`src/design/assert_macros.svh`:
```
// ----------------------------------------------------------------------------
// assert_macros.svh
// Assertion helpers for the sorted_breakpoint_table_core design file.
// ----------------------------------------------------------------------------
`ifndef ASSERT_MACROS_SVH
`define ASSERT_MACROS_SVH

// Same-cycle implication, sampled on the rising clock edge, off in reset.
`define SBT_ASSERT_NOW(label, clk, rst_n, ante, cons, msg) \
	label: assert property (@(posedge clk) disable iff (!(rst_n)) (ante) |-> (cons)) \
		else $error(msg);

// Next-cycle implication, sampled on the rising clock edge, off in reset.
`define SBT_ASSERT_NEXT(label, clk, rst_n, ante, cons, msg) \
	label: assert property (@(posedge clk) disable iff (!(rst_n)) (ante) |=> (cons)) \
		else $error(msg);

`endif

```
`src/design/sbt_pkg.sv`:
```
// ----------------------------------------------------------------------------
// sbt_pkg
// Types and constants of the sorted breakpoint table.
// ----------------------------------------------------------------------------
package sbt_pkg;

	// Width of a breakpoint or program counter address.
	localparam int ADDR_W = 64;

	// Width of the reported entry count and of the capacity register.
	localparam int CNT_OUT_W = 7;

	// Capacity register value after reset.
	localparam logic [CNT_OUT_W-1:0] MAX_ENTRIES_RST = 7'd64;

	// Command codes of a request beat.
	typedef enum logic [1:0] {
		OP_CHECK  = 2'd0,
		OP_ADD    = 2'd1,
		OP_REMOVE = 2'd2,
		OP_CLEAR  = 2'd3
	} opcode_t;

	// Result of one command, handed from the sequencer to the output register.
	typedef struct packed {
		logic                 hit;
		logic                 status;
		logic [CNT_OUT_W-1:0] entry_count;
	} sbt_result_t;

endpackage

```
`src/design/sbt_ifs.sv`:
```
// ----------------------------------------------------------------------------
// sbt_ifs
// Valid/ready channels of the sorted breakpoint table.
// ----------------------------------------------------------------------------

// Command channel: opcode and address.
interface sbt_req_if;
	logic        valid;
	logic        ready;
	logic [1:0]  opcode;
	logic [63:0] address;

	modport source (output valid, output opcode, output address, input ready);
	modport sink   (input valid, input opcode, input address, output ready);
endinterface


```
`src/design/sbt_mem.sv`:
```
// ----------------------------------------------------------------------------
// sbt_mem
// Breakpoint storage: one write port, one registered read port.
// ----------------------------------------------------------------------------
module sbt_mem #(
	parameter int DEPTH = 64,
	parameter int AW    = 6
) (
	input  logic                      clk,
	input  logic                      we,
	input  logic [AW-1:0]             waddr,
	input  logic [sbt_pkg::ADDR_W-1:0] wdata,
	input  logic [AW-1:0]             raddr,
	output logic [sbt_pkg::ADDR_W-1:0] rdata
);
	import sbt_pkg::*;

	logic [ADDR_W-1:0] mem [DEPTH];

	// A read of the entry written in the same cycle returns the new data.
	always_ff @(posedge clk) begin
		if (we) begin
			mem[waddr] <= wdata;
		end
		if (we && (waddr == raddr)) begin
			rdata <= wdata;
		end else begin
			rdata <= mem[raddr];
		end
	end

endmodule

```
`src/design/sbt_seq.sv`:
```
// ----------------------------------------------------------------------------
// sbt_seq
// Command sequencer: scans, shifts and rewrites the table one entry a cycle.
// ----------------------------------------------------------------------------
module sbt_seq #(
	parameter int DEPTH = 64
) (
	input  logic                          clk,
	input  logic                          arst_n,
	sbt_req_if.sink                       req,
	input  logic [sbt_pkg::CNT_OUT_W-1:0] max_entries,
	output logic                          res_valid,
	input  logic                          res_ready,
	output sbt_pkg::sbt_result_t          res
);
	import sbt_pkg::*;

	localparam int AW = (DEPTH > 1) ? $clog2(DEPTH) : 1;
	localparam int CW = $clog2(DEPTH + 1);
	localparam int EW = (CW > CNT_OUT_W) ? CW : CNT_OUT_W;
	localparam logic [CW-1:0] ONE = CW'(1);
	localparam logic [CW-1:0] TWO = CW'(2);
	localparam logic [EW-1:0] DEPTH_E = EW'(DEPTH);

	typedef enum logic [2:0] {
		S_IDLE,
		S_FIND,
		S_SHIFT_UP,
		S_SHIFT_DN,
		S_RECALC,
		S_DONE
	} state_t;

	state_t            state_q, state_d;
	opcode_t           op_q, op_d;
	logic [CW-1:0]     idx_q, idx_d;
	logic [CW-1:0]     ins_q, ins_d;
	logic [CW-1:0]     count_q, count_d;
	logic [CW-1:0]     cursor_q, cursor_d;
	logic [ADDR_W-1:0] last_pc_q, last_pc_d;
	logic [ADDR_W-1:0] key_q, key_d;
	logic              hit_q, hit_d;
	logic              status_q, status_d;

	logic [CW-1:0]     rd_idx;
	logic              we;
	logic [AW-1:0]     waddr;
	logic [ADDR_W-1:0] wdata;
	logic [ADDR_W-1:0] rdata;

	logic              in_range;
	logic              key_eq;
	logic              full;
	logic [EW-1:0]     count_e;
	opcode_t           req_op;

	sbt_mem #(
		.DEPTH (DEPTH),
		.AW    (AW)
	) u_mem (
		.clk   (clk),
		.we    (we),
		.waddr (waddr),
		.wdata (wdata),
		.raddr (rd_idx[AW-1:0]),
		.rdata (rdata)
	);

	// Compare terms on the entry under the scan index.
	assign req_op   = opcode_t'(req.opcode);
	assign in_range = idx_q < count_q;
	assign key_eq   = in_range && (rdata == key_q);
	assign count_e  = EW'(count_q);
	assign full     = (count_e >= EW'(max_entries)) || (count_e >= DEPTH_E);

	assign req.ready = (state_q == S_IDLE);
	assign res_valid = (state_q == S_DONE);
	assign res.hit         = hit_q;
	assign res.status      = status_q;
	assign res.entry_count = count_e[CNT_OUT_W-1:0];

	// Next state, memory port and read address for the following cycle.
	always_comb begin
		state_d   = state_q;
		op_d      = op_q;
		idx_d     = idx_q;
		ins_d     = ins_q;
		count_d   = count_q;
		cursor_d  = cursor_q;
		last_pc_d = last_pc_q;
		key_d     = key_q;
		hit_d     = hit_q;
		status_d  = status_q;
		rd_idx    = idx_q;
		we        = 1'b0;
		waddr     = idx_q[AW-1:0];
		wdata     = key_q;

		unique case (state_q)
			S_IDLE: begin
				if (req.valid) begin
					op_d     = req_op;
					key_d    = req.address;
					hit_d    = 1'b0;
					status_d = 1'b0;
					unique case (req_op)
						OP_CHECK: begin
							// A backward move restarts the search at the front.
							if (req.address < last_pc_q) begin
								idx_d  = '0;
								rd_idx = '0;
							end else begin
								idx_d  = cursor_q;
								rd_idx = cursor_q;
							end
							state_d = S_FIND;
						end
						OP_ADD, OP_REMOVE: begin
							idx_d   = '0;
							rd_idx  = '0;
							state_d = S_FIND;
						end
						OP_CLEAR: begin
							count_d  = '0;
							cursor_d = '0;
							state_d  = S_DONE;
						end
					endcase
				end
			end

			S_FIND: begin
				// Walk to the first entry not below the key.
				if (in_range && (rdata < key_q)) begin
					idx_d  = CW'(idx_q + ONE);
					rd_idx = CW'(idx_q + ONE);
				end else begin
					unique case (op_q)
						OP_CHECK: begin
							cursor_d  = idx_q;
							last_pc_d = key_q;
							hit_d     = key_eq;
							state_d   = S_DONE;
						end
						OP_ADD: begin
							if (key_eq) begin
								state_d = S_DONE;
							end else if (full) begin
								status_d = 1'b1;
								state_d  = S_DONE;
							end else begin
								ins_d   = idx_q;
								idx_d   = count_q;
								rd_idx  = CW'(count_q - ONE);
								state_d = S_SHIFT_UP;
							end
						end
						OP_REMOVE: begin
							if (key_eq) begin
								rd_idx  = CW'(idx_q + ONE);
								state_d = S_SHIFT_DN;
							end else begin
								state_d = S_DONE;
							end
						end
						OP_CLEAR: begin
							state_d = S_DONE;
						end
					endcase
				end
			end

			S_SHIFT_UP: begin
				// Move entries up by one from the top, then drop in the new key.
				we = 1'b1;
				if (idx_q != ins_q) begin
					wdata  = rdata;
					idx_d  = CW'(idx_q - ONE);
					rd_idx = CW'(idx_q - TWO);
				end else begin
					count_d = CW'(count_q + ONE);
					idx_d   = '0;
					rd_idx  = '0;
					state_d = S_RECALC;
				end
			end

			S_SHIFT_DN: begin
				// Move entries down by one over the removed slot.
				if (CW'(idx_q + ONE) < count_q) begin
					we     = 1'b1;
					wdata  = rdata;
					idx_d  = CW'(idx_q + ONE);
					rd_idx = CW'(idx_q + TWO);
				end else begin
					count_d = CW'(count_q - ONE);
					idx_d   = '0;
					rd_idx  = '0;
					state_d = S_RECALC;
				end
			end

			S_RECALC: begin
				// Cursor goes to the first entry above the last checked pc.
				if (in_range && (rdata <= last_pc_q)) begin
					idx_d  = CW'(idx_q + ONE);
					rd_idx = CW'(idx_q + ONE);
				end else begin
					cursor_d = idx_q;
					state_d  = S_DONE;
				end
			end

			S_DONE: begin
				if (res_ready) begin
					state_d = S_IDLE;
				end
			end

			default: begin
				state_d = S_IDLE;
			end
		endcase
	end

	// State and working registers.
	always_ff @(posedge clk or negedge arst_n) begin
		if (!arst_n) begin
			state_q   <= S_IDLE;
			count_q   <= '0;
			cursor_q  <= '0;
			last_pc_q <= '0;
			hit_q     <= 1'b0;
			status_q  <= 1'b0;
		end else begin
			state_q   <= state_d;
			count_q   <= count_d;
			cursor_q  <= cursor_d;
			last_pc_q <= last_pc_d;
			hit_q     <= hit_d;
			status_q  <= status_d;
		end
	end

	// Payload of the command under work needs no reset.
	always_ff @(posedge clk) begin
		op_q  <= op_d;
		idx_q <= idx_d;
		ins_q <= ins_d;
		key_q <= key_d;
	end

endmodule

```
`src/flat_wrapper.sv`:
```
// flat-port wrapper written by rule: the top's interface ports become plain ports
module sbt_seq_flat import sbt_pkg::*;
#(
	parameter int DEPTH = 64
)
  (clk, arst_n, max_entries, res_valid, res_ready, res, req_valid, req_opcode, req_address, req_ready);
  sbt_req_if req_i ();
  input  logic clk;
  input  logic arst_n;
  input  logic [sbt_pkg::CNT_OUT_W-1:0] max_entries;
  output logic res_valid;
  input  logic res_ready;
  output sbt_pkg::sbt_result_t res;
  input wire logic [$bits(req_i.valid)-1:0] req_valid;
  input wire logic [$bits(req_i.opcode)-1:0] req_opcode;
  input wire logic [$bits(req_i.address)-1:0] req_address;
  output wire logic [$bits(req_i.ready)-1:0] req_ready;
  assign req_i.valid = req_valid;
  assign req_i.opcode = req_opcode;
  assign req_i.address = req_address;
  assign req_ready = req_i.ready;
  sbt_seq #(.DEPTH(DEPTH)) u_core (.clk(clk), .arst_n(arst_n), .req(req_i), .max_entries(max_entries), .res_valid(res_valid), .res_ready(res_ready), .res(res));
endmodule
```
`config.mk`:
```
export PLATFORM = sky130hd
export DESIGN_NAME = sbt_seq_flat
export DESIGN_NICKNAME = d
export VERILOG_FILES = /design/src/design/assert_macros.svh /design/src/design/sbt_pkg.sv /design/src/design/sbt_ifs.sv /design/src/design/sbt_mem.sv /design/src/design/sbt_seq.sv /design/src/flat_wrapper.sv
export SDC_FILE = /design/constraint.sdc
export NUM_CORES = 2
export LEC_CHECK = 0
export BUFFER_PORTS_ARGS = -buffer_cell sky130_fd_sc_hd__buf_2
export CAP_MARGIN = 20
export CORE_MARGIN = 2
export CORE_UTILIZATION = 40
export CTS_CLUSTER_DIAMETER = 200
export DETAILED_ROUTE_END_ITERATION = 8
export GPL_TIMING_DRIVEN = 0
export MAX_ROUTING_LAYER = met4
export PLACE_DENSITY = 0.6
export SYNTH_ARGS = -nofsm -noshare
export SYNTH_HDL_FRONTEND = slang
export SYNTH_SLANG_ARGS = --single-unit
```
`constraint.sdc`:
```
create_clock -name clk -period 8 [get_ports clk]
set_clock_uncertainty 0.05 [all_clocks]
set_input_delay 1.2 -clock clk [delete_from_list [all_inputs] [get_ports clk]]
set_output_delay 1.2 -clock clk [all_outputs]
set_load 0.05 [all_outputs]
```
* Word-level counts from Yosys, hierarchy flattened
Memories as Yosys holds them, arrays and structs flattened. A register that Yosys moved wholly into a read port is not among the register bits.
Index checks and enable logic that the tools add are counted.
** Operators by class
- Order comparisons :: 7
- Add/sub/neg operators :: 6
- Div/mod/pow operators :: 0
- Multiply operators :: 0
- Mux-type cells :: 56
- Shift-type cells :: 0
- Reductions and logical operators :: 23
- Bitwise operators :: 3
- Eq/ne operators :: 27
** Operator list (number)
- < comparator 64 bit :: 2
- two-way mux 64 bit :: 2
- one-hot mux 64 bit (2 select lines) :: 1
- two-way mux 7 bit :: 16
- == test 64 bit :: 1
- less-or-equal comparator 64 bit :: 1
- one-hot mux 7 bit (3 select lines) :: 2
- two-way mux 6 bit :: 6
- one-hot mux 7 bit (5 select lines) :: 1
- one-hot mux 6 bit (5 select lines) :: 1
- two-way mux 3 bit :: 9
- one-hot mux 3 bit (6 select lines) :: 1
- AND reduction 6 bit :: 3
- != test 2 bit, second input constant :: 8
- adder 7 x 1 -> 7 bit, second input constant :: 2
- < comparator 7 bit :: 2
- one-hot mux 7 bit (2 select lines) :: 1
- subtractor 7 x 1 -> 7 bit, second input constant :: 2
- one-hot mux 6 bit (2 select lines) :: 1
- two-way mux 1 bit :: 10
- AND reduction 5 bit :: 2
- one-hot mux 3 bit (3 select lines) :: 1
- == test 2 bit, second input constant :: 4
- AND reduction 4 bit :: 2
- other kinds (26) :: 41
** Word-level totals
- Bits in latches :: 0
- Logic and storage cells :: 133
- Output and inout bits :: 11
- Memory bits (writable) :: 4096
- Input bits :: 77
- Flip-flop bits (word level) :: 163
- Memory bits (read-only) :: 0
- Memories :: 1
** Memories
- u_core.u_mem.mem :: words 64, bits a word 64, read ports 1, clocked after Yosys merged registers in 1, wr ports 1, line sbt_mem.sv:18 : logic [ADDR_W-1:0] mem [DEPTH];

* Depth between registers and ports, before layout
- Word-level depth :: 7
- Gate-level depth with buffers :: 21
- Mapped depth without buffers :: 14

* Cells and area by module
From an unflattened synthesis, not the netlist that was laid out.
** Unflattened totals
- Cell total of the unflattened synthesis :: 8217
- Area, all modules :: 168536.6 sq um
** Modules (own cells, without submodules)
- sbt_mem :: cells each 6725, seq. area each 123118.1 sq um, instances 1, area each 155545.4 sq um
- sbt_seq :: cells each 1492, seq. area each 4479.3 sq um, instances 1, area each 12991.2 sq um

* Worst setup path after synthesis
OpenSTA, ideal clock, no wires.
- Path kind :: flip-flop to flip-flop
- Start point :: register u_core.idx_q[0]
- End point :: memory u_core.u_mem.mem[23][0], enable pin
- Data required time :: 7.385 ns
- Setup slack :: 0.337 ns
- Buffers on the path :: 2
- Arrival time :: 7.049 ns
- Setup time :: 0.565 ns
- Period minus slack after synthesis :: 7.663 ns
- Stages on the path, launching flop included :: 13
- Path through :: edfxtp_1 clkbuf_1 clkbuf_1 clkinv_1 ha_1 ha_1 a21o_1 a21oi_1 o211a_1 a21oi_1 nor2_1 nand2_1 nor3_1
** On the way
- Longest elaborated chain between the ends :: 6
** Ends and longest elaborated chain
- from (decl) :: line sbt_seq.sv:36 : logic [CW-1:0] idx_q, idx_d;
- from (signal assigned) :: line sbt_seq.sv:248 : idx_q <= idx_d;
- adder 7 x 1 -> 7 bit :: line sbt_seq.sv:190 : if (CW'(idx_q + ONE) < count_q) begin
- < comparator 7 bit :: line sbt_seq.sv:190
- two-way mux 1 bit :: line sbt_seq.sv:190
- one-hot mux 1 bit (2 select lines) :: line sbt_seq.sv:99 : unique case (state_q)
- two-way mux 1 bit :: line sbt_mem.sv:22 : if (we) begin
- two-way mux 1 bit (implied by the code) :: line sbt_mem.sv:23 : mem[waddr] <= wdata;
- to (decl) :: line sbt_mem.sv:18
Several ways; a longest one is shown, not always the timed one.

==> impl_results.md <==
- Outcome: complete, no violations
- CP required: 8800 ps
- Gpl congestion: 0.881
- Fillcell total: 33900
- Fin crit period: 7990 ps
- Pwr/cell area: 364 nW/um^2
- Synth async-reset ratio: 1.95%
- DR pass1 iterations: 6
- Via Count: 82800
- Sequential Power Share: 37.3%
- Die ar.: 426000 um^2
- Detailed route wirelength on metal3: 43400 um
- Mapped Nets: 7569
- Clock Path Buffers: 4
- Tot Pwr: 0.0715 W
- IO Pins: 88
- Largest net degree at the start of global routing: 65
- Ys Warns: 0
- Critical Path Source Type: flop
- Leak pwr: 61.6 nW
- Post-synthesis register bit count: 4265
- Top sig layer: met4
- Met2 Routed Length: 232000 um
- Syn Std Cell Area: 168000 um^2
- Max Slew Vio Count: 0
- Synth unique cells: 77
- DRC errors left: 0
- VDD IR max: 0.262 mV
- Worst-margin pin slew: 1160 ps
- Initial Util: 40.1%
- CTS Buf Count: 431
- Die height: 653 um
- Switching pwr: 0.0236 W
- TritonCTS clock tree: built
- Logic pwr share: 35.3%
- Post-DRT Antenna Nets: 0
- Clock root cell: clkbuf_16
- Final Util: 46.8%
- Crit Path Category: flop to flop
- Grt total ovfl: 0
- Die W: 653 um
- Final setup fails: 0
- Nets@finish: 8428
- Port Buffers: 87
- Mapped Cells: 7270
- Worst EP arrival: 8800 ps
- Synth Flop Type: edfxtp_1
- Final hold vios: 0
- Final period utilization: 99.9%
- Antenna violations before repair: 40
- Area grow syn2layout: 16.8%
- WL met1: 183000 um
- Synth Area per Inst: 23.1 um^2
- Clock power share: 27.3%
- # clock sinks: 4265
- Vias in the first global route: 83500
- CP max FO: 10
- Routed WL: 481000 um
- WL per Instance: 34.2 um
- Critical Path End Type: flop
- Hold Path Class: input port to async pin
- Reg clk slew, reported paths: 60 ps
- Switching share of total power: 33.1%
- Core area: 420000 um^2
- Global-route usage over all layers: 23.0%
- RSZ-0062 raised after global routing: false
- Post-synth EDFFs: 4176
- Sequential element share of the synthesized area: 75.8%
- # Max-Cap Violations: 0
- Worst skew pair latency: 990 ps
- Vias per cell: 5.89
- Normalized max-slew margin: 22.5%
- First-pass GRT wire length: 662000 um
- Max frequency: 0.125 GHz
- Initial DRC Count: 11400
- Post-DP HPWL: 335000 um
- Row cnt: 238
- Internal Power: 0.0478 W
- Hold buffer count at cts: 0
- Layout cells sized above 1: 31.4%
- H-tree depth: 5
==> registers in the layout, indices dropped and copies added, names as in the netlist, named ones only <==
name	count
u_core.key_q	64
u_core.status_q	1
u_core.op_q	2
u_core.last_pc_q	64
u_core.ins_q	7
u_core.u_mem.mem	4096
u_core.hit_q	1
u_core.cursor_q	7
u_core.idx_q	7
u_core.count_e	7
u_core.state_q	3
==> cell usage in the layout, fill, tap and decap left out, drive strengths merged, types with 12 or more instances in the layout <==
cell type / Yosys / layout
o21ai: 116 / 116
diode: 0 / 57
a221oi: 14 / 14
mux2: 69 / 69
mux4: 1344 / 1344
nand2: 175 / 175
nor3: 23 / 23
bufinv: 0 / 32
ha: 222 / 222
a21oi: 103 / 103
a31oi: 18 / 18
nor4: 19 / 19
nor2: 111 / 111
clkbuf: 207 / 754
nand3: 43 / 43
a211oi: 12 / 12
buf: 145 / 555
dfrtp: 83 / 83
clkinv: 1 / 179
xnor2: 13 / 13
clkdlybuf4s15: 0 / 17
nand4: 42 / 42
a21o: 18 / 18
edfxtp: 4176 / 4176
inv: 163 / 173
==> stage by stage <==
step           setup TNS (ps)  instance area [um^2]  instances  setup WS, ps  hold slack (ps)
2_1_floorplan               0                168000       7270           337              402
3_3_place_gp                -                176000      12900         -8130              441
3_5_place_dp          -141660                181000      13100         -2060              451
4_1_cts                     0                195000      13900          84.2              209
5_1_grt                     0                196000      14000          22.8              264
6_report                    0                196000      14100          5.75              215
==> what timing repair did <==
action,in CTS,in global routing
pin swaps,2,0
gates resized for setup,67,25
gates cloned,0,0
setup endpoints to repair,103,19
buffers inserted,5,0
==> power groups by stage <==
stage	logic (W)	registers [W]	clock network (W)
after floorplan	0.0149	0.0271	0
after global placement	0.0236	0.0273	0
after detailed placement	0.0247	0.0272	0
after CTS	0.0249	0.0268	0.0198
after global routing	0.0267	0.0267	0.0207
final	0.0253	0.0267	0.0195
==> cell usage after synthesis, types with 4 or more instances <==
| master | number | area share (%) |
|---|---|---|
| a21oi_1 | 103 | 0.31 |
| o211ai_1 | 10 | 0.045 |
| ha_1 | 222 | 1.7 |
| edfxtp_1 | 4176 | 75 |
| buf_4 | 20 | 0.089 |
| nand3_1 | 43 | 0.13 |
| xor2_1 | 7 | 0.036 |
| and3_1 | 11 | 0.041 |
| nand2_1 | 175 | 0.39 |
| mux4_2 | 1344 | 18 |
| o22ai_1 | 5 | 0.019 |
| inv_1 | 163 | 0.36 |
| o221ai_1 | 4 | 0.021 |
| mux2i_1 | 8 | 0.048 |
| dfxtp_1 | 6 | 0.071 |
| o31ai_1 | 10 | 0.045 |
| mux2_2 | 67 | 0.45 |
| o21ai_1 | 5 | 0.015 |
| o21ai_0 | 111 | 0.33 |
| a221oi_1 | 14 | 0.073 |
| nor2_1 | 111 | 0.25 |
| a41oi_1 | 4 | 0.021 |
| nor4_1 | 17 | 0.063 |
| a211oi_1 | 12 | 0.054 |
| nor2b_1 | 8 | 0.030 |
| a221o_1 | 5 | 0.030 |
| and4_1 | 4 | 0.021 |
| nor3_1 | 23 | 0.068 |
| buf_2 | 75 | 0.22 |
| nand4_1 | 42 | 0.16 |
| a31oi_1 | 18 | 0.067 |
| xnor2_1 | 13 | 0.068 |
| clkbuf_1 | 207 | 0.46 |
| dfrtp_1 | 83 | 1.2 |
| buf_1 | 47 | 0.10 |
| and2_1 | 8 | 0.030 |
| a21o_1 | 18 | 0.080 |
| nand2b_1 | 9 | 0.033 |
==> logic make-up after synthesis <==
logic type / after synthesis / share of synthesized area (%)
compound gates: 355 / 1.32
xor+xnor: 20 / 0.104
fa+ha+maj: 222 / 1.65
buf+inv: 516 / 1.27
flops: 4265 / 75.8
mux: 1421 / 18.5
simple gates: 471 / 1.31
==> layer usage <==
| layer | up-vias | global-route usage (%) |
|---|---|---|
| li1 | 33000 | - |
| met1 | 45000 | 29.6 |
| met2 | 4019 | 36.2 |
| met3 | 772 | 4.23 |
| met4 | 0 | 9.63 |
| met5 | - | - |
==> path summary, 6_finish.rpt <==
path | startpoint | end | slack [ps] | cells past startpoint
setup / recovery | flop | flop | 6 | 19
hold / removal | arst_n | u_core.count_e[2]$_DFFE_PN0P_ | 220 | 1
setup reg to reg | flop | flop | 6 | 19
hold reg to reg | u_core.key_q[1]$_DFFE_PP_ | u_core.last_pc_q[1]$_DFFE_PN0P_ | 440 | 2
max in group asynchronous | arst_n | u_core.last_pc_q[42]$_DFFE_PN0P_ | 6820 | 2
min in group clk | req_address[39] | u_core.key_q[39]$_DFFE_PP_ | 350 | 1
==> critical path, cell delays in order (launching register included) <==
cell and delay [ps]:
dfxtp_1 330, clkbuf_1 370, clkbuf_2 580, buf_16 240, clkbuf_1 800, mux4_2 440, mux4_2 570, mux4_2 650
ha_1 360, nand4_1 140, nor4_2 420, buf_4 270, inv_1 70, o22ai_2 520, a221oi_1 190, a21oi_2 460
clkbuf_1 510, or2_2 290, a31oi_1 150, a32oi_1 410
==> final cells by class <==
class / instances / area, um^2 / area share (%)
inverter: 164 / 616 / 0.313
tap: 5520 / 6910 / 3.52
multi-input combinational: 2489 / 39100 / 19.9
sequential: 4265 / 128000 / 65.0
clock buffer: 548 / 11400 / 5.83
clock inverter: 231 / 2060 / 1.05
antenna: 57 / 143 / 0.0726
buffer: 351 / 1730 / 0.881
timing repair buffer: 427 / 6840 / 3.48
No activity file was read; power rests on OpenSTA's default activity.
